--- src/rtl/cov_pkg.sv ---
`default_nettype none
package cov_pkg;

  // Row limits and fixed point format
  localparam int unsigned MAX_SAMPLES = 4096;
  localparam int unsigned FRAC_BITS   = 8;

  localparam int unsigned SAMPLE_W = 24;
  localparam int unsigned COUNT_W  = 13;
  localparam int unsigned SUM_W    = 36;
  localparam int unsigned SQ_W     = 60;
  localparam int unsigned CV_W     = 32;
  localparam int unsigned SCALE_W  = 15;

  // 100 percent in Q.FRAC_BITS
  localparam logic [SCALE_W-1:0] CV_SCALE = SCALE_W'(100 << FRAC_BITS);
  localparam logic [COUNT_W-1:0] COUNT_MAX  = COUNT_W'(MAX_SAMPLES);
  localparam logic [COUNT_W-1:0] COUNT_OVER = COUNT_W'(MAX_SAMPLES + 1);

  // Status codes
  localparam logic [1:0] ST_OK    = 2'd0;
  localparam logic [1:0] ST_FEW   = 2'd1;
  localparam logic [1:0] ST_ZERO  = 2'd2;
  localparam logic [1:0] ST_SAT   = 2'd3;

  typedef struct packed {
    logic signed [SAMPLE_W-1:0] sample;
    logic                       last_sample;
  } cov_in_t;

  typedef struct packed {
    logic signed [CV_W-1:0] cv_percent;
    logic [1:0]             status;
  } cov_out_t;

  // Totals of one finished row
  typedef struct packed {
    logic [COUNT_W-1:0]       count;
    logic signed [SUM_W-1:0]  sum;
    logic [SQ_W-1:0]          sq;
  } cov_row_t;

  typedef enum logic [3:0] {
    BK_IDLE,
    BK_MUL_NQ,
    BK_MUL_SS,
    BK_DIFF,
    BK_DIV_V,
    BK_SQRT,
    BK_SCALE1,
    BK_SCALE2,
    BK_DIV_Q,
    BK_FINISH
  } bk_state_t;

endpackage
`default_nettype wire

--- src/rtl/cov_queue.sv ---
`default_nettype none
module cov_queue (
  input  wire logic              clk,
  input  wire logic              rst,
  input  wire logic              wr_valid,
  output logic                   wr_ready,
  input  wire cov_pkg::cov_row_t wr_data,
  output logic                   rd_valid,
  input  wire logic              rd_ready,
  output cov_pkg::cov_row_t      rd_data
);

  cov_pkg::cov_row_t entry [2];
  logic              wr_ptr;
  logic              rd_ptr;
  logic [1:0]        fill;
  logic              push;
  logic              pop;

  assign wr_ready = (fill != 2'd2);
  assign rd_valid = (fill != 2'd0);
  assign rd_data  = entry[rd_ptr];
  assign push     = wr_valid && wr_ready;
  assign pop      = rd_valid && rd_ready;

  always_ff @(posedge clk) begin
    if (rst) begin
      wr_ptr <= 1'b0;
      rd_ptr <= 1'b0;
      fill   <= '0;
    end else begin
      if (push) begin
        wr_ptr <= !wr_ptr;
      end
      if (pop) begin
        rd_ptr <= !rd_ptr;
      end
      if (push && !pop) begin
        fill <= fill + 1'b1;
      end else if (pop && !push) begin
        fill <= fill - 1'b1;
      end
    end
  end

  always_ff @(posedge clk) begin
    if (push) begin
      entry[wr_ptr] <= wr_data;
    end
  end

endmodule
`default_nettype wire

--- config.mk ---
export PLATFORM = sky130hd
export DESIGN_NAME = cov_queue
export DESIGN_NICKNAME = d
export VERILOG_FILES = /design/src/rtl/cov_pkg.sv /design/src/rtl/cov_queue.sv
export SDC_FILE = /design/constraint.sdc
export NUM_CORES = 1
export LEC_CHECK = 0
export ABC_CLOCK_PERIOD_IN_PS = 4880
export CORE_MARGIN = 3
export CORE_UTILIZATION = 35
export DETAILED_ROUTE_END_ITERATION = 10
export DONT_BUFFER_PORTS = 1
export PLACE_DENSITY = 0.56
export SLEW_MARGIN = 15
export SYNTH_ARGS = -nofsm -noshare
export SYNTH_HDL_FRONTEND = slang
export SYNTH_SLANG_ARGS = --single-unit
export TNS_END_PERCENT = 100
--- constraint.sdc ---
create_clock -name clk -period 4.88 [get_ports clk]
set_input_delay 0.244 -clock clk [delete_from_list [all_inputs] [get_ports clk]]
set_output_delay 0.244 -clock clk [all_outputs]
set_load 0.02 [all_outputs]
==> metrics.txt <==
outcome finished clean; # IOs 224; GRT Total Usage 0.114; die width around 160 um; first-pass GRT wire length 22300 um; Yosys reg bits 223; H-tree Lvls 1; Worst Hold Depth 3; Nets 606; Req. time, crit path 4.64 ns; largest net degree at the start of global routing slightly below 80; row count 55; diodes inserted 0; Placer Congestion 0.704; ys async rst share 0; Sw Share 0.284; DRC violations left 0; synth warn 0; Post-Route WL 15200 um; Final period util 0.577; Final Util 0.455; Multi-input gate area 1390 um^2; 1st-iter DRT viols 123; Slew @ Worst Pin 1.01 ns; DIE HEIGHT 158 um; CTS Buf Count 24; Power Density 528 nW/um^2; DR WL/cell around 19 um; vias in the first global route 4028; Final Skew 0.00549 ns; post-synthesis sequential area ratio 0.819; CTS tree done; clock sinks 223; Logic pwr share 0.216; core area 22700 um^2; Crit Reg-Reg Startpoint fill[0]$_SDFFE_PP0P_; post-DP HPWL between 9000 and 10000 um; synthesized net count 477; hold path start rd_ready; total gr overflow 0; RR Endpoint entry[0][50]$_DFFE_PP_; Clock transition at path regs 0.06 ns; final instance area 10300 um^2; worst vdd ir 0.383 mV; Placed Instances 640; setup slack, reg-to-reg 2.43 ns; drt pass-1 iters 4; most frequent cells in the layout 218 x edfxtp_1, 111 x dlygate4sd3_1, 99 x mux2_2; Critical Path Fanout Max 76; Die ar. about 25000 um^2; Avg Cell Area, Syn around 22 um^2; EDFF count, synth 218; Slew HR 0.324; synthesis-to-finish area growth 27.4%; top_reg_cell synth edfxtp_1; initial antenna violation count 0; RSZ-0062 raised after global routing false; post_cts resized 0; via count 3719; Synth cell types 19; fin crit period 2.81 ns; max capacitance violation total 0; Hold Crit Class primary input to register; Critical Path AT between 2 and 3 ns; FF+latch area 6650 um^2; fin. max-slew vios 0; CP Capture Type output pin; Via density around 4.7; final worst slack 2.07 ns; CTS max path bufs 3; worst skew pair latency just under 0.5 ns; Cell Area, Synth slightly above 8000 um^2; Fmax 0.355 GHz; commonest non-fill, non-tap cell in the layout edfxtp_1; port bufs 0; P_sw roughly 1.6 mW; FILL cells between 1500 and 2000; layout cell share with drive strength beyond 1 0.301; final instance count without filler cells 793; Synth Instances 363; R2R depth 4; Leak 3.44 nW; Setup CP Type register to output pin; CTS root buf clkbuf_16; Setup crit start kind register; pre-CTS setup slack 2.42 ns; fraction of power consumed by sequential logic 0.464; final hold violation count 0; Cell Int Power 3.91 mW; WHS Endpoint rd_ptr$_SDFFE_PP0P_; Placed Area 8440 um^2; starting density of the core 0.357; Clk pwr share 0.320; final setup fails 0; post-route antenna net violation count 0; WHS 0.0784 ns; TNS Setup 0 ns; total power 5.46 mW
## cell type report
cell class,count,share of cell area
Timing Repair Buffer,115,0.112
Clock buffer,26,0.0609
Clock inverter,16,0.0148
Tap cell,285,0.0345
Inverter,1,0.000605
Sequential cell,223,0.643
Multi-Input combinational cell,127,0.134
## cell usage after synthesis, types with 2 or more instances
library cell,instances,area (um^2)
nor2_1,3,11.3
mux2_2,99,1110
buf_2,9,45.0
dfxtp_1,5,100
a21oi_1,2,10.0
buf_6,3,33.8
o21ai_0,2,10.0
edfxtp_1,218,6550
mux2_4,10,150
xor2_1,3,26.3
## power by group through the flow
stage | Clock [mW] | Sequential, mW | Combinational, mW
6_report | 1.75 | 2.54 | 1.18
5_1_grt | 1.90 | 2.57 | 1.25
4_1_cts | 1.81 | 2.55 | 1.20
3_5_place_dp | 0 | 2.59 | 1.11
3_3_place_gp | 0 | 2.58 | 1.09
2_1_floorplan | 0 | 2.49 | 1.03
## kinds of logic (layout without fill, tap and decap cells)
logic type / count (synthesis) / count (layout) / share of synthesized area
xor gates and xnor gates: 3 / 3 / 0.00324
adders and majority gates: 1 / 1 / 0.00154
DFF: 223 / 223 / 0.819
and+or+nand+nor: 9 / 9 / 0.00617
buffers and inverters: 13 / 158 / 0.0102
muxes: 109 / 109 / 0.156
AOI/OAI and AO/OA: 5 / 5 / 0.00370
## worst max-delay path by stage
stage               slack, ns                       to                  from  cells after the start
CTS                      1.95              rd_data[68]              register                      2
finish                   2.07              rd_data[64]              register                      2
detailed placement       2.42   entry[0][76]$_DFFE_PP_  fill[0]$_SDFFE_PP0P_                      4
floorplan                1.11    entry[1][0]$_DFFE_PP_  fill[0]$_SDFFE_PP0P_                      2
global placement         2.48  entry[0][101]$_DFFE_PP_  fill[0]$_SDFFE_PP0P_                      4
global route             1.85              rd_data[71]              register                      2
## per-layer routing
| layer | track usage | share of wire | up-vias |
|---|---|---|---|
| li1 | - | - | 1700 |
| met1 | 0.129 | 0.37 | 1839 |
| met2 | 0.200 | 0.51 | 155 |
| met3 | 0.0476 | 0.10 | 25 |
| met4 | 0.0303 | 0.018 | 0 |
| met5 | 0 | 0 | - |
## worst max-delay path: stages (launching register included)
cell and delay, ns:
dfxtp_4 0.99, buf_4 0.56, mux2_2 0.46
## repair_timing
item / CTS / global route
endpoints found under the hold margin: 223 / 0
hold buffers: 111 / 0
setup buffers: 0 / 0
## registers in the layout (all words and copies together), names as in the netlist, named ones only
| name | flops |
|---|---|
| rd_ptr | 1 |
| fill | 2 |
| wr_ptr | 1 |
| entry | 218 |
Note: power is estimated with default switching activity, not from simulation.
