**config.mk**
```make
export PLATFORM = sky130hd
export DESIGN_NAME = cov_front
export DESIGN_NICKNAME = d
export VERILOG_FILES = /design/src/rtl/cov_pkg.sv /design/src/rtl/cov_front.sv
export SDC_FILE = /design/constraint.sdc
export NUM_CORES = 2
export LEC_CHECK = 0
export BUFFER_PORTS_ARGS = -buffer_cell sky130_fd_sc_hd__buf_2
export CORE_MARGIN = 4
export CORE_UTILIZATION = 30
export CTS_CLUSTER_SIZE = 14
export DETAILED_ROUTE_END_ITERATION = 8
export GPL_ROUTABILITY_DRIVEN = 0
export SLEW_MARGIN = 20
export SYNTH_ARGS = -nofsm -noshare
export SYNTH_HDL_FRONTEND = slang
export SYNTH_SLANG_ARGS = --single-unit
```
**constraint.sdc**
```tcl
create_clock -name clk -period 11.9 [get_ports clk]
set_clock_uncertainty 0.05 [all_clocks]
set_input_delay 0.595 -clock clk [delete_from_list [all_inputs] [get_ports clk]]
set_output_delay 0.595 -clock clk [all_outputs]
set_load 0.02 [all_outputs]
```
**src/rtl/cov_pkg.sv**
```systemverilog
`default_nettype none
package cov_pkg;

  // Row limits and fixed point format
  localparam int unsigned MAX_SAMPLES = 4096;
  localparam int unsigned FRAC_BITS   = 8;

  localparam int unsigned SAMPLE_W = 24;
  localparam int unsigned COUNT_W  = 13;
  localparam int unsigned SUM_W    = 36;
  localparam int unsigned SQ_W     = 60;
  localparam int unsigned CV_W     = 32;
  localparam int unsigned SCALE_W  = 15;

  // 100 percent in Q.FRAC_BITS
  localparam logic [SCALE_W-1:0] CV_SCALE = SCALE_W'(100 << FRAC_BITS);
  localparam logic [COUNT_W-1:0] COUNT_MAX  = COUNT_W'(MAX_SAMPLES);
  localparam logic [COUNT_W-1:0] COUNT_OVER = COUNT_W'(MAX_SAMPLES + 1);

  // Status codes
  localparam logic [1:0] ST_OK    = 2'd0;
  localparam logic [1:0] ST_FEW   = 2'd1;
  localparam logic [1:0] ST_ZERO  = 2'd2;
  localparam logic [1:0] ST_SAT   = 2'd3;

  typedef struct packed {
    logic signed [SAMPLE_W-1:0] sample;
    logic                       last_sample;
  } cov_in_t;

  typedef struct packed {
    logic signed [CV_W-1:0] cv_percent;
    logic [1:0]             status;
  } cov_out_t;

  // Totals of one finished row
  typedef struct packed {
    logic [COUNT_W-1:0]       count;
    logic signed [SUM_W-1:0]  sum;
    logic [SQ_W-1:0]          sq;
  } cov_row_t;

  typedef enum logic [3:0] {
    BK_IDLE,
    BK_MUL_NQ,
    BK_MUL_SS,
    BK_DIFF,
    BK_DIV_V,
    BK_SQRT,
    BK_SCALE1,
    BK_SCALE2,
    BK_DIV_Q,
    BK_FINISH
  } bk_state_t;

endpackage
`default_nettype wire

```
**src/rtl/cov_front.sv**
```systemverilog
`default_nettype none
module cov_front (
  input  wire logic             clk,
  input  wire logic             rst,
  input  wire logic             in_valid,
  output logic                  in_ready,
  input  wire cov_pkg::cov_in_t in_req,
  output logic                  row_valid,
  input  wire logic             row_ready,
  output cov_pkg::cov_row_t     row
);

  logic                                   pend_valid;
  logic signed [cov_pkg::SAMPLE_W-1:0]    pend_x;
  logic                                   pend_last;
  logic [cov_pkg::COUNT_W-1:0]            count;
  logic signed [cov_pkg::SUM_W-1:0]       sum;
  logic [cov_pkg::SQ_W-1:0]               sq;
  logic [cov_pkg::COUNT_W-1:0]            count_next;
  logic signed [cov_pkg::SUM_W-1:0]       sum_next;
  logic [cov_pkg::SQ_W-1:0]               sq_next;
  logic [cov_pkg::SAMPLE_W-1:0]           ax;
  logic [2*cov_pkg::SAMPLE_W-1:0]         ax_sq;
  logic                                   step;

  // A held sample is folded in unless it ends a row and the queue is full
  assign step     = pend_valid && (!pend_last || row_ready);
  assign in_ready = !pend_valid || step;

  assign ax = pend_x[cov_pkg::SAMPLE_W-1] ? cov_pkg::SAMPLE_W'(-pend_x)
                                          : cov_pkg::SAMPLE_W'(pend_x);
  assign ax_sq = ax * ax;

  // Accumulate, samples past the limit are dropped
  always_comb begin
    if (count < cov_pkg::COUNT_MAX) begin
      count_next = count + 1'b1;
      sum_next   = sum + cov_pkg::SUM_W'(pend_x);
      sq_next    = sq + cov_pkg::SQ_W'(ax_sq);
    end else begin
      count_next = cov_pkg::COUNT_OVER;
      sum_next   = sum;
      sq_next    = sq;
    end
  end

  assign row_valid = pend_valid && pend_last;
  assign row.count = count_next;
  assign row.sum   = sum_next;
  assign row.sq    = sq_next;

  always_ff @(posedge clk) begin
    if (rst) begin
      pend_valid <= 1'b0;
      count      <= '0;
      sum        <= '0;
      sq         <= '0;
    end else begin
      if (in_ready) begin
        pend_valid <= in_valid;
      end
      if (step) begin
        if (pend_last) begin
          count <= '0;
          sum   <= '0;
          sq    <= '0;
        end else begin
          count <= count_next;
          sum   <= sum_next;
          sq    <= sq_next;
        end
      end
    end
  end

  always_ff @(posedge clk) begin
    if (in_ready && in_valid) begin
      pend_x    <= in_req.sample;
      pend_last <= in_req.last_sample;
    end
  end

endmodule
`default_nettype wire

```
==> summary.txt <==
CTS
  – Clock Latency Late Sink: 0.50 ns
  – CTS Buf Count: 17
  – Clock transition at path regs: 0.08 ns
  – CTS Root Cell: clkbuf_16
  – Max Root-Sink Buffers: 2
  – CTS tree: done
  – Post-cts sizing count: 0
  – Clock sinks: 135
  – Post-CTS Hold Buffers: 0
  – CTS H-Tree Depth: 4
  – Post-CTS setup buffer count: 0

Logic synthesis
  – Post-synthesis register bit count: 135
  – Synth Instances: 3,027
  – Count of cell types in the netlist: 83
  – Post-Syn Area: 25,900 um^2
  – Top FF cell, synth: dfxtp_1
  – Average size of a mapped cell: 8.54 um^2
  – Synth warnings: 0
  – EDFF count, synth: 25
  – Sequential area share after synthesis: 11.4%
  – Post-synth ARST share: 0%

Floorplanning
  – Initial core utilization: 30.3%
  – Core Box Area: 85,300 um^2
  – Chip width: 302 um
  – Die area: 91,000 um^2
  – Ports: 140
  – Row cnt: 107
  – Die height: 302 um

Setup path
  – Most used cell, CP: fa_1
  – CP Data Arrival Time: 10.54 ns
  – Worst Path Max Fanout: 15
  – Slowest cell on crit path: o31ai_1
  – Critical path type: flip-flop to output pin
  – Startpoint types: flip-flop
  – Critical Path End Type: output pin
  – Max incr delay on CP: 0.73 ns
  – WP data required: 11.26 ns

Detailed routing
  – Routed Antenna Nets: 0
  – Vias per inst: 4.91
  – Drt initial violations: 1,329
  – Final WL: 80,800 um
  – First drt pass iteration count: 5
  – Vias: 21,000
  – Wire per inst: 18.9 um
  – DRC: 0

STA
  – Slew Viols, Final: 0
  – Fmax: 0.0894 GHz
  – Setup violators final: 0
  – Final TNS setup: 0 ns
  – Minimum clock period: 11.18 ns
  – Worst-margin pin slew: 0.987 ns
  – Crit share post-route: 94.0%
  – RSZ-0062 raised after global routing: no
  – Worst relative slew slack: 32.5%
  – Worst Setup Slack, final: 0.717 ns
  – Hold Violations, Final: 0

GRT
  – First-pass GRT wire length: 126,000 um
  – Overflow left after global routing: 0
  – Vias in the first global route: 21,700
  – GRT Util Overall: 18.2%
  – Initial antenna violation count: 4
  – Largest net degree at the start of global routing: 80

Outcome
  – Outcome: finished, final reports clean

Placement
  – DP Cell Count: 4,250
  – Detailed Place HPWL: 65,400 um
  – Port bufs: 139
  – Setup slack at placement: 0.907 ns

Cells and area
  – Layout fillers: 8,978
  – Multi-input combinational cell area: 20,000 um^2
  – Diode count: 0
  – Layout cells sized above 1: 8.73%
  – P&R area growth vs syn: 10.5%
  – Register area: 2960 um^2
  – Non-Filler Instances: 4,282
  – Nets: 3,836
  – Final Util: 33.5%

Job
  – Number of max-cap violations: 0

Worst hold path
  – Hold WC Path Type: primary input to flip-flop
worst paths after layout:
| check | startpoint | endpoint | depth (start not counted) | slack [ns] |
|---|---|---|---|---|
| max | pend_x[8] | row[54] | 31 | 0.72 |
| min | in_req[8] | pend_x[7] | 1 | 0.22 |
| max reg2reg | pend_x[8] | sq[57] | 28 | 1.73 |
| min reg2reg | sum[25] | sum[25] | 2 | 0.42 |
worst max-delay path, delay by kind of cell (launching register included):
kind | cells | cell delay (ns)
buffers and inverters | 8 | 0.84
XOR/XNOR | 2 | 0.62
adder cells (fa/ha/maj) | 8 | 3.85
AO/OA/AOI/OAI | 7 | 2.35
AND/OR/NAND/NOR | 6 | 1.87
flip-flops | 1 | 0.51
Yosys cell counts (11+ instances only):
| cell | number | area share (%) |
|---|---|---|
| a22oi_1 | 37 | 1.1 |
| dfxtp_1 | 110 | 8.5 |
| inv_1 | 674 | 9.8 |
| and3_1 | 12 | 0.29 |
| inv_2 | 19 | 0.28 |
| clkbuf_1 | 104 | 1.5 |
| ha_1 | 214 | 10 |
| nor2_1 | 218 | 3.2 |
| buf_2 | 13 | 0.25 |
| a21oi_1 | 96 | 1.9 |
| and2_1 | 12 | 0.29 |
| a21o_1 | 57 | 1.7 |
| a31oi_1 | 17 | 0.41 |
| o21ai_1 | 52 | 1.0 |
| nand4_1 | 26 | 0.63 |
| edfxtp_1 | 25 | 2.9 |
| a22o_1 | 11 | 0.37 |
| xor2_1 | 51 | 1.7 |
| fa_1 | 468 | 36 |
| nand3_1 | 48 | 0.93 |
| xnor2_1 | 66 | 2.2 |
| o31ai_1 | 17 | 0.49 |
| o21ai_0 | 105 | 2.0 |
| nand2_1 | 360 | 5.2 |
| nor3_1 | 18 | 0.35 |
| o21bai_1 | 11 | 0.32 |
| o21a_1 | 12 | 0.35 |
registers in the layout, indices dropped and copies added, names as in the netlist:
name and flops:
pend_last 1, pend_x 24, sum 36, pend_valid 1, count 13, sq 60
layout make-up:
type / count / share of cell area (%)
multi-input cells: 2089 / 69.8
flip-flops and latches: 135 / 10.3
inverters: 696 / 9.14
well taps: 1144 / 5.01
repair buffers: 186 / 3.67
clock buffers: 21 / 1.72
clock inverters: 11 / 0.293
layer usage:
metal,part of all wire (%),GRT usage (%)
met4,4.0,7.12
met2,48,30.5
met3,6.6,3.77
met1,42,23.0
met5,0,0
layout by cell type, fill, tap and decap left out, types with 16 or more instances in the layout:
| cell type | count |
|---|---|
| xor2_1 | 50 |
| a31oi_1 | 17 |
| buf_2 | 139 |
| o31ai_1 | 17 |
| o21ai_0 | 105 |
| ha_1 | 214 |
| nor3_1 | 16 |
| xnor2_1 | 65 |
| edfxtp_1 | 25 |
| a21oi_1 | 96 |
| dfxtp_1 | 109 |
| nor2_1 | 217 |
| inv_1 | 674 |
| conb_1 | 18 |
| fa_1 | 468 |
| o21ai_1 | 50 |
| buf_4 | 47 |
| a21o_1 | 57 |
| inv_2 | 19 |
| nand4_1 | 26 |
| nand3_1 | 48 |
| clkbuf_16 | 18 |
| a22oi_1 | 37 |
| nand2_1 | 360 |
through the flow:
step	hold slack, ns	instance area (um^2)
floorplan	0.393	25900
global placement	0.408	28000
detailed placement	0.414	28000
CTS	0.179	28600
global route	0.202	28600
finish	0.218	28600
cell families after synthesis:
kind of cell,count (synthesis),synth area share (%)
AO/OA/AOI/OAI,504,12.9
XOR/XNOR,119,4.09
adder cells (fa/ha/maj),682,46.6
buffers and inverters,819,12.0
flip-flops,135,11.4
multiplexers,9,0.392
other,2,0.0290
AND/OR/NAND/NOR,757,12.7
Power is not shown: default switching activity piles up to over one toggle a cycle in this logic, so the estimate is an artifact.
