--- config.mk ---
export PLATFORM = sky130hd
export DESIGN_NAME = cov_back
export DESIGN_NICKNAME = d
export VERILOG_FILES = /design/src/rtl/cov_pkg.sv /design/src/rtl/cov_back.sv
export SDC_FILE = /design/constraint.sdc
export NUM_CORES = 2
export LEC_CHECK = 0
export BUFFER_PORTS_ARGS = -buffer_cell sky130_fd_sc_hd__buf_2
export CELL_PAD_IN_SITES_DETAIL_PLACEMENT = 1
export CELL_PAD_IN_SITES_GLOBAL_PLACEMENT = 2
export CORE_ASPECT_RATIO = 1.1
export CORE_MARGIN = 5
export CORE_UTILIZATION = 29
export DETAILED_ROUTE_END_ITERATION = 7
export HOLD_SLACK_MARGIN = 0.02
export MAX_ROUTING_LAYER = met4
export PLACE_DENSITY_LB_ADDON = 0.08
export SLEW_MARGIN = 25
export SYNTH_ARGS = -nofsm -noshare
export SYNTH_HDL_FRONTEND = slang
export SYNTH_SLANG_ARGS = --single-unit
--- constraint.sdc ---
create_clock -name clk -period 26 [get_ports clk]
set_clock_uncertainty 0.1 [all_clocks]
set_input_delay 5.2 -clock clk [delete_from_list [all_inputs] [get_ports clk]]
set_output_delay 5.2 -clock clk [all_outputs]
set_load 0.02 [all_outputs]
--- src/rtl/cov_pkg.sv ---
`default_nettype none
package cov_pkg;

  // Row limits and fixed point format
  localparam int unsigned MAX_SAMPLES = 4096;
  localparam int unsigned FRAC_BITS   = 8;

  localparam int unsigned SAMPLE_W = 24;
  localparam int unsigned COUNT_W  = 13;
  localparam int unsigned SUM_W    = 36;
  localparam int unsigned SQ_W     = 60;
  localparam int unsigned CV_W     = 32;
  localparam int unsigned SCALE_W  = 15;

  // 100 percent in Q.FRAC_BITS
  localparam logic [SCALE_W-1:0] CV_SCALE = SCALE_W'(100 << FRAC_BITS);
  localparam logic [COUNT_W-1:0] COUNT_MAX  = COUNT_W'(MAX_SAMPLES);
  localparam logic [COUNT_W-1:0] COUNT_OVER = COUNT_W'(MAX_SAMPLES + 1);

  // Status codes
  localparam logic [1:0] ST_OK    = 2'd0;
  localparam logic [1:0] ST_FEW   = 2'd1;
  localparam logic [1:0] ST_ZERO  = 2'd2;
  localparam logic [1:0] ST_SAT   = 2'd3;

  typedef struct packed {
    logic signed [SAMPLE_W-1:0] sample;
    logic                       last_sample;
  } cov_in_t;

  typedef struct packed {
    logic signed [CV_W-1:0] cv_percent;
    logic [1:0]             status;
  } cov_out_t;

  // Totals of one finished row
  typedef struct packed {
    logic [COUNT_W-1:0]       count;
    logic signed [SUM_W-1:0]  sum;
    logic [SQ_W-1:0]          sq;
  } cov_row_t;

  typedef enum logic [3:0] {
    BK_IDLE,
    BK_MUL_NQ,
    BK_MUL_SS,
    BK_DIFF,
    BK_DIV_V,
    BK_SQRT,
    BK_SCALE1,
    BK_SCALE2,
    BK_DIV_Q,
    BK_FINISH
  } bk_state_t;

endpackage
`default_nettype wire

--- src/rtl/cov_back.sv ---
`default_nettype none
module cov_back (
  input  wire logic              clk,
  input  wire logic              rst,
  input  wire logic              row_valid,
  output logic                   row_ready,
  input  wire cov_pkg::cov_row_t row,
  output logic                   out_valid,
  input  wire logic              out_ready,
  output cov_pkg::cov_out_t      out_req
);

  localparam int unsigned WIDE_W = 74;
  localparam int unsigned REM_W  = 37;

  cov_pkg::bk_state_t state, state_next;

  logic [cov_pkg::COUNT_W-1:0] n_r;
  logic                        dropped_r;
  logic                        neg_r;
  logic [cov_pkg::SUM_W-1:0]   mag_r;
  logic                        spec_r;
  logic [1:0]                  spec_st;
  logic [WIDE_W-1:0]           acc;
  logic [WIDE_W-1:0]           mcand;
  logic [cov_pkg::SUM_W-1:0]   mult;
  logic [WIDE_W-1:0]           nq_r;
  logic [6:0]                  cnt;
  logic [WIDE_W-1:0]           dv;
  logic [REM_W-1:0]            rem;
  logic [cov_pkg::SUM_W-1:0]   dvsr;
  logic [63:0]                 sv;
  logic [63:0]                 sres;
  logic [63:0]                 sbit;
  logic [44:0]                 p_r;

  // Incoming row decode
  logic                        in_drop;
  logic [cov_pkg::COUNT_W-1:0] in_n;
  logic [cov_pkg::SUM_W-1:0]   in_mag;
  logic                        pop;
  logic                        last_step;

  // Step datapaths
  logic [WIDE_W-1:0]           acc_step;
  logic [REM_W-1:0]            rem_sh;
  logic                        div_ge;
  logic [REM_W-1:0]            rem_step;
  logic [WIDE_W-1:0]           dv_step;
  logic [63:0]                 sq_try;
  logic [25:0]                 nn1;
  logic [44:0]                 sd_n;
  logic [59:0]                 p_scaled;
  logic [63:0]                 q;
  logic [cov_pkg::CV_W-1:0]    cv_fin;
  logic [1:0]                  st_fin;
  logic                        out_free;

  assign in_drop = (row.count == cov_pkg::COUNT_OVER);
  assign in_n    = in_drop ? cov_pkg::COUNT_MAX : row.count;
  assign in_mag  = row.sum[cov_pkg::SUM_W-1] ? cov_pkg::SUM_W'(-row.sum)
                                             : cov_pkg::SUM_W'(row.sum);
  assign last_step = (cnt == 7'd1);
  assign out_free  = !out_valid || out_ready;

  // Shift-add multiply step
  assign acc_step = mult[0] ? acc + mcand : acc;

  // Restoring divide step
  assign rem_sh   = {rem[REM_W-2:0], dv[WIDE_W-1]};
  assign div_ge   = rem_sh >= REM_W'(dvsr);
  assign rem_step = div_ge ? rem_sh - REM_W'(dvsr) : rem_sh;
  assign dv_step  = {dv[WIDE_W-2:0], div_ge};

  assign sq_try = sres + sbit;
  assign nn1    = n_r * (n_r - 1'b1);

  // Scale products: sd * n, then times 100 in Q.FRAC_BITS
  assign sd_n     = sres[31:0] * n_r;
  assign p_scaled = p_r * cov_pkg::CV_SCALE;

  // Final sign, clamp and status
  always_comb begin
    q      = dv[63:0];
    st_fin = dropped_r ? cov_pkg::ST_SAT : cov_pkg::ST_OK;
    if (spec_r) begin
      cv_fin = '0;
      st_fin = spec_st;
    end else if (!neg_r) begin
      if (q > 64'h7FFF_FFFF) begin
        cv_fin = 32'h7FFF_FFFF;
        st_fin = cov_pkg::ST_SAT;
      end else begin
        cv_fin = q[31:0];
      end
    end else begin
      if (q > 64'h8000_0000) begin
        cv_fin = 32'h8000_0000;
        st_fin = cov_pkg::ST_SAT;
      end else begin
        cv_fin = -q[31:0];
      end
    end
  end

  always_ff @(posedge clk) begin
    if (rst) begin
      state <= cov_pkg::BK_IDLE;
    end else begin
      state <= state_next;
    end
  end

  // Sequencer
  always_comb begin
    state_next = state;
    pop        = 1'b0;
    case (state)
      cov_pkg::BK_IDLE: begin
        if (row_valid) begin
          pop = 1'b1;
          if (in_n < 13'd2 || in_mag == '0) begin
            state_next = cov_pkg::BK_FINISH;
          end else begin
            state_next = cov_pkg::BK_MUL_NQ;
          end
        end
      end
      cov_pkg::BK_MUL_NQ: if (last_step) state_next = cov_pkg::BK_MUL_SS;
      cov_pkg::BK_MUL_SS: if (last_step) state_next = cov_pkg::BK_DIFF;
      cov_pkg::BK_DIFF:   state_next = cov_pkg::BK_DIV_V;
      cov_pkg::BK_DIV_V:  if (last_step) state_next = cov_pkg::BK_SQRT;
      cov_pkg::BK_SQRT:   if (last_step) state_next = cov_pkg::BK_SCALE1;
      cov_pkg::BK_SCALE1: state_next = cov_pkg::BK_SCALE2;
      cov_pkg::BK_SCALE2: state_next = cov_pkg::BK_DIV_Q;
      cov_pkg::BK_DIV_Q:  if (last_step) state_next = cov_pkg::BK_FINISH;
      cov_pkg::BK_FINISH: if (out_free) state_next = cov_pkg::BK_IDLE;
      default:            state_next = cov_pkg::BK_IDLE;
    endcase
  end

  assign row_ready = pop;

  // Output register
  always_ff @(posedge clk) begin
    if (rst) begin
      out_valid <= 1'b0;
    end else if (state == cov_pkg::BK_FINISH && out_free) begin
      out_valid <= 1'b1;
    end else if (out_ready) begin
      out_valid <= 1'b0;
    end
  end

  always_ff @(posedge clk) begin
    if (state == cov_pkg::BK_FINISH && out_free) begin
      out_req.cv_percent <= cv_fin;
      out_req.status     <= st_fin;
    end
  end

  // Datapath
  always_ff @(posedge clk) begin
    case (state)
      cov_pkg::BK_IDLE: begin
        n_r       <= in_n;
        dropped_r <= in_drop;
        neg_r     <= row.sum[cov_pkg::SUM_W-1];
        mag_r     <= in_mag;
        spec_r    <= (in_n < 13'd2) || (in_mag == '0);
        spec_st   <= (in_n < 13'd2) ? cov_pkg::ST_FEW : cov_pkg::ST_ZERO;
        acc       <= '0;
        mcand     <= WIDE_W'(row.sq);
        mult      <= cov_pkg::SUM_W'(in_n);
        cnt       <= 7'(cov_pkg::COUNT_W);
      end
      cov_pkg::BK_MUL_NQ: begin
        if (last_step) begin
          nq_r  <= acc_step;
          acc   <= '0;
          mcand <= WIDE_W'(mag_r);
          mult  <= mag_r;
          cnt   <= 7'(cov_pkg::SUM_W);
        end else begin
          acc   <= acc_step;
          mcand <= {mcand[WIDE_W-2:0], 1'b0};
          mult  <= mult >> 1;
          cnt   <= cnt - 1'b1;
        end
      end
      cov_pkg::BK_MUL_SS: begin
        acc   <= acc_step;
        mcand <= {mcand[WIDE_W-2:0], 1'b0};
        mult  <= mult >> 1;
        cnt   <= cnt - 1'b1;
      end
      cov_pkg::BK_DIFF: begin
        dv   <= (nq_r >= acc) ? nq_r - acc : '0;
        rem  <= '0;
        dvsr <= cov_pkg::SUM_W'(nn1);
        cnt  <= 7'(WIDE_W);
      end
      cov_pkg::BK_DIV_V: begin
        if (last_step) begin
          sv   <= dv_step[63:0];
          sres <= '0;
          sbit <= 64'd1 << 62;
          cnt  <= 7'd32;
        end else begin
          dv  <= dv_step;
          rem <= rem_step;
          cnt <= cnt - 1'b1;
        end
      end
      cov_pkg::BK_SQRT: begin
        if (sv >= sq_try) begin
          sv   <= sv - sq_try;
          sres <= (sres >> 1) + sbit;
        end else begin
          sres <= sres >> 1;
        end
        sbit <= sbit >> 2;
        cnt  <= cnt - 1'b1;
      end
      cov_pkg::BK_SCALE1: begin
        p_r <= sd_n;
      end
      cov_pkg::BK_SCALE2: begin
        dv   <= {4'b0, p_scaled, 10'b0};
        rem  <= '0;
        dvsr <= mag_r;
        cnt  <= 7'd64;
      end
      cov_pkg::BK_DIV_Q: begin
        dv  <= dv_step;
        rem <= rem_step;
        cnt <= cnt - 1'b1;
      end
      default: begin
      end
    endcase
  end

endmodule
`default_nettype wire

==> metrics.md <==
| Metric | Value |
|---|---|
| Status | complete, no violations |
| GRT Residual Overflow | 0 |
| Residual DRC | 0 |
| Syn nets | 9123 |
| Setup CP Type | input port to output port |
| CP top delay family | buffers and inverters |
| Vias in the first global route | 61820 |
| Syn Area/Cell | 9.24 um2 |
| Hold Vio Cnt, Final | 0 |
| WP buf/inv | 2 |
| Resized cells post-CTS | 0 |
| Area delta synth->final | 10.2% |
| CP most frequent cell | buf_2 |
| Tcrit/Tclk final | 41.9% |
| DIE AREA | 260000 um2 |
| Slowest cell on crit path | buf_2 |
| Top FF cell, synth | edfxtp_1 |
| Fin. max-slew vios | 0 |
| Die Ht | 535 um |
| Synth Instances | 7851 |
| #FFs+latches synth | 709 |
| Layout fillers | 28698 |
| Yosys cell types | 83 |
| Warning count from the yosys run | 0 |
| TritonCTS Sinks | 709 |
| Final WL | 267000 um |
| Area leader, netlist | edfxtp_1 |
| Clock transition at path regs | 0.06 ns |
| Post-CTS Setup Inserts | 0 |
| DR pass1 iterations | 6 |
| Vias per Instance | 5.15 |
| Minimum clock period | 10.89 ns |
| Total CTS buffers | 95 |
| Slowest stage delay, CP | 0.15 ns |
| Rows | 192 |
| Unrepaired setup endpoints after global routing | false |
| Area contributors post-synth | edfxtp_1, fa_1, ha_1 |
| Largest net degree at the start of global routing | 84 |
| CTS tree | done |
| Top-area cell type share of the netlist area | 29.1% |
| First-pass GRT wire length | 404000 um |
| H-tree Lvls | 3 |
| Max_slew headroom | 24.1% |
| Total track usage | 20.8% |
| Worst-Skew Late Latency | 0.73 ns |
| GPL Wtd Cong | 0.838 |
| Flop2flop setup slack | 16.93 ns |
| Worst-Margin Slew | 1.13 ns |
| Vias post-DR | 57623 |
| Netlist Area Pre-Place | 72500 um2 |
| Layout Nets | 9062 |
| Worst hold-check path type | flop to flop |
| CP Cell Sequence | buf_2, and2_1, buf_2 |
| Fmax | 91.9 MHz |
| Port buffer count | 148 |
| Clock root cell | clkbuf_16 |
| Worst Path Required | 20.70 ns |
| Initial antenna violation count | 16 |
| Wirelength per Cell | 23.9 um |
| Routed Antenna Nets | 0 |
| Fraction of the yosys area taken by sequential cells | 29.3% |
| Number of flops mapped to enable cells by yosys | 704 |
| Share of layout cells above drive strength 1 | 6.14% |
| Core area | 249000 um2 |
| Critical path capture point type | output port |
| Top-level I/O count | 149 |
| Crit path DAT | 5.59 ns |
| Final setup vio count | 0 |
| Initial core utilization | 29.1% |
| CTS hold repair buffers | 0 |
| First DRT Iteration DRCs | 3208 |
| FFs w/ async S/R, synth | 0% |
| Dpl hpwl | 212000 um |
| CTS max path bufs | 3 |
| Die X | 487 um |
| MaxCap Viol Count | 0 |
| Final setup TNS | 0 ns |
| Critical path startpoint category | input port |
| Crit-path max FO | 2 |
per-stage QoR:
step	instances	instance area (um2)	hold WS, ns	util, %	worst slack [ns]
after CTS	11168	79900	0.436	32.1	15.11
after global placement	10991	76700	0.420	30.8	15.11
final	11183	79900	0.435	32.1	15.11
after floorplan	7851	72500	0.384	-	11.63
after detailed placement	10991	76700	0.422	30.8	15.11
after global routing	11177	79900	0.459	32.1	15.10
worst paths after layout:
kind,start,endpoint,cells after the start
worst min-delay path,dv[70]$_DFFE_PP_,dv[71]$_DFFE_PP_,2
worst max-delay path,row_valid,row_ready,3
worst min register to register,dv[70]$_DFFE_PP_,dv[71]$_DFFE_PP_,2
worst max register to register,n_r[0]$_DFFE_PP_,dvsr[24]$_DFFE_PP_,28
final cells by class:
class | count | area, um2 | share of cell area (%)
Tap cell | 3298 | 4130 | 5.16
Timing Repair Buffer | 238 | 1420 | 1.77
Sequential cell | 709 | 21200 | 26.6
Multi-Input combinational cell | 5842 | 46600 | 58.2
Inverter | 904 | 3400 | 4.25
Antenna cell | 15 | 37.5 | 0.0470
Clock inverter | 65 | 652 | 0.816
Clock buffer | 112 | 2500 | 3.13
cells in the mapped netlist, types with 33 or more instances:
cell / count
nand4_1: 89
xor2_1: 197
nand2_1: 815
fa_1: 504
a21o_1: 232
nor2_1: 407
mux2i_1: 49
xnor2_1: 275
o21bai_1: 82
edfxtp_1: 704
o31ai_1: 33
a21oi_1: 446
ha_1: 655
inv_1: 904
o21ai_0: 431
and2_1: 286
a211oi_1: 65
nand3_1: 85
a222oi_1: 46
or3_1: 53
nor3_1: 106
nand2b_1: 136
a22o_1: 53
o21a_1: 53
clkbuf_1: 371
and3_1: 73
a31oi_1: 114
nor2b_1: 105
worst reg2reg max path, delay by kind of cell (launching register included):
| family | cells | cell delay [ns] |
|---|---|---|
| fa+ha+maj | 9 | 4.20 |
| xor+xnor | 1 | 0.20 |
| simple gates | 7 | 1.89 |
| compound gates | 5 | 1.02 |
| flops | 1 | 0.36 |
| buf+inv | 6 | 1.02 |
logic make-up after synthesis:
family / count (synthesis) / synth area share [%]
AO/OA/AOI/OAI: 1861 / 16.8
AND/OR/NAND/NOR: 2292 / 15.5
buffers and inverters: 1300 / 6.73
multiplexers: 58 / 0.816
adder cells (fa/ha/maj): 1159 / 25.2
flip-flops: 709 / 29.3
XOR/XNOR: 472 / 5.70
cell usage in the layout, fill, tap and decap left out, types with 21 or more instances in the layout:
cell	synthesis	final
inv_1	904	902
nand2_1	815	812
edfxtp_1	704	704
ha_1	655	655
fa_1	504	504
a21oi_1	446	444
o21ai_0	431	428
nor2_1	407	403
and2_1	286	285
xnor2_1	275	275
a21o_1	232	232
xor2_1	197	197
buf_2	2	148
nand2b_1	136	136
a31oi_1	114	114
nor2b_1	105	105
nor3_1	106	104
clkbuf_16	0	98
buf_4	0	90
nand4_1	89	89
nand3_1	85	85
o21bai_1	82	82
and3_1	73	72
a211oi_1	65	64
or3_1	53	53
a22o_1	53	53
o21a_1	53	52
mux2i_1	49	49
a222oi_1	46	46
o31ai_1	33	33
nor4_1	32	32
a221o_1	32	32
a31o_2	27	27
o211ai_1	22	22
or2_2	21	21
flip-flops by register name, indices dropped and copies added (netlist names):
| name | count |
|---|---|
| mult | 36 |
| dropped_r | 1 |
| acc | 74 |
| dvsr | 36 |
| mcand | 74 |
| mag_r | 36 |
| sres | 64 |
| state | 4 |
| nq_r | 74 |
| neg_r | 1 |
| spec_st | 2 |
| n_r | 13 |
| sv | 64 |
| cnt | 7 |
| out_valid | 1 |
| rem | 36 |
| spec_r | 1 |
| out_req | 34 |
| sbit | 32 |
| dv | 74 |
| p_r | 45 |
metal layers:
metal  share of wire [%]  routed length, um  track usage (%)  up-vias
met4                 1.6               4210             3.34        0
met5                   0                  0                -        -
met2                  50             133000             35.7      746
met1                  46             122000             27.1    29465
li1                    -                  -                -    27239
met3                 2.9               7870             1.90      173
Power is not shown: default switching activity piles up to over one toggle a cycle in this logic, so the estimate is an artifact.
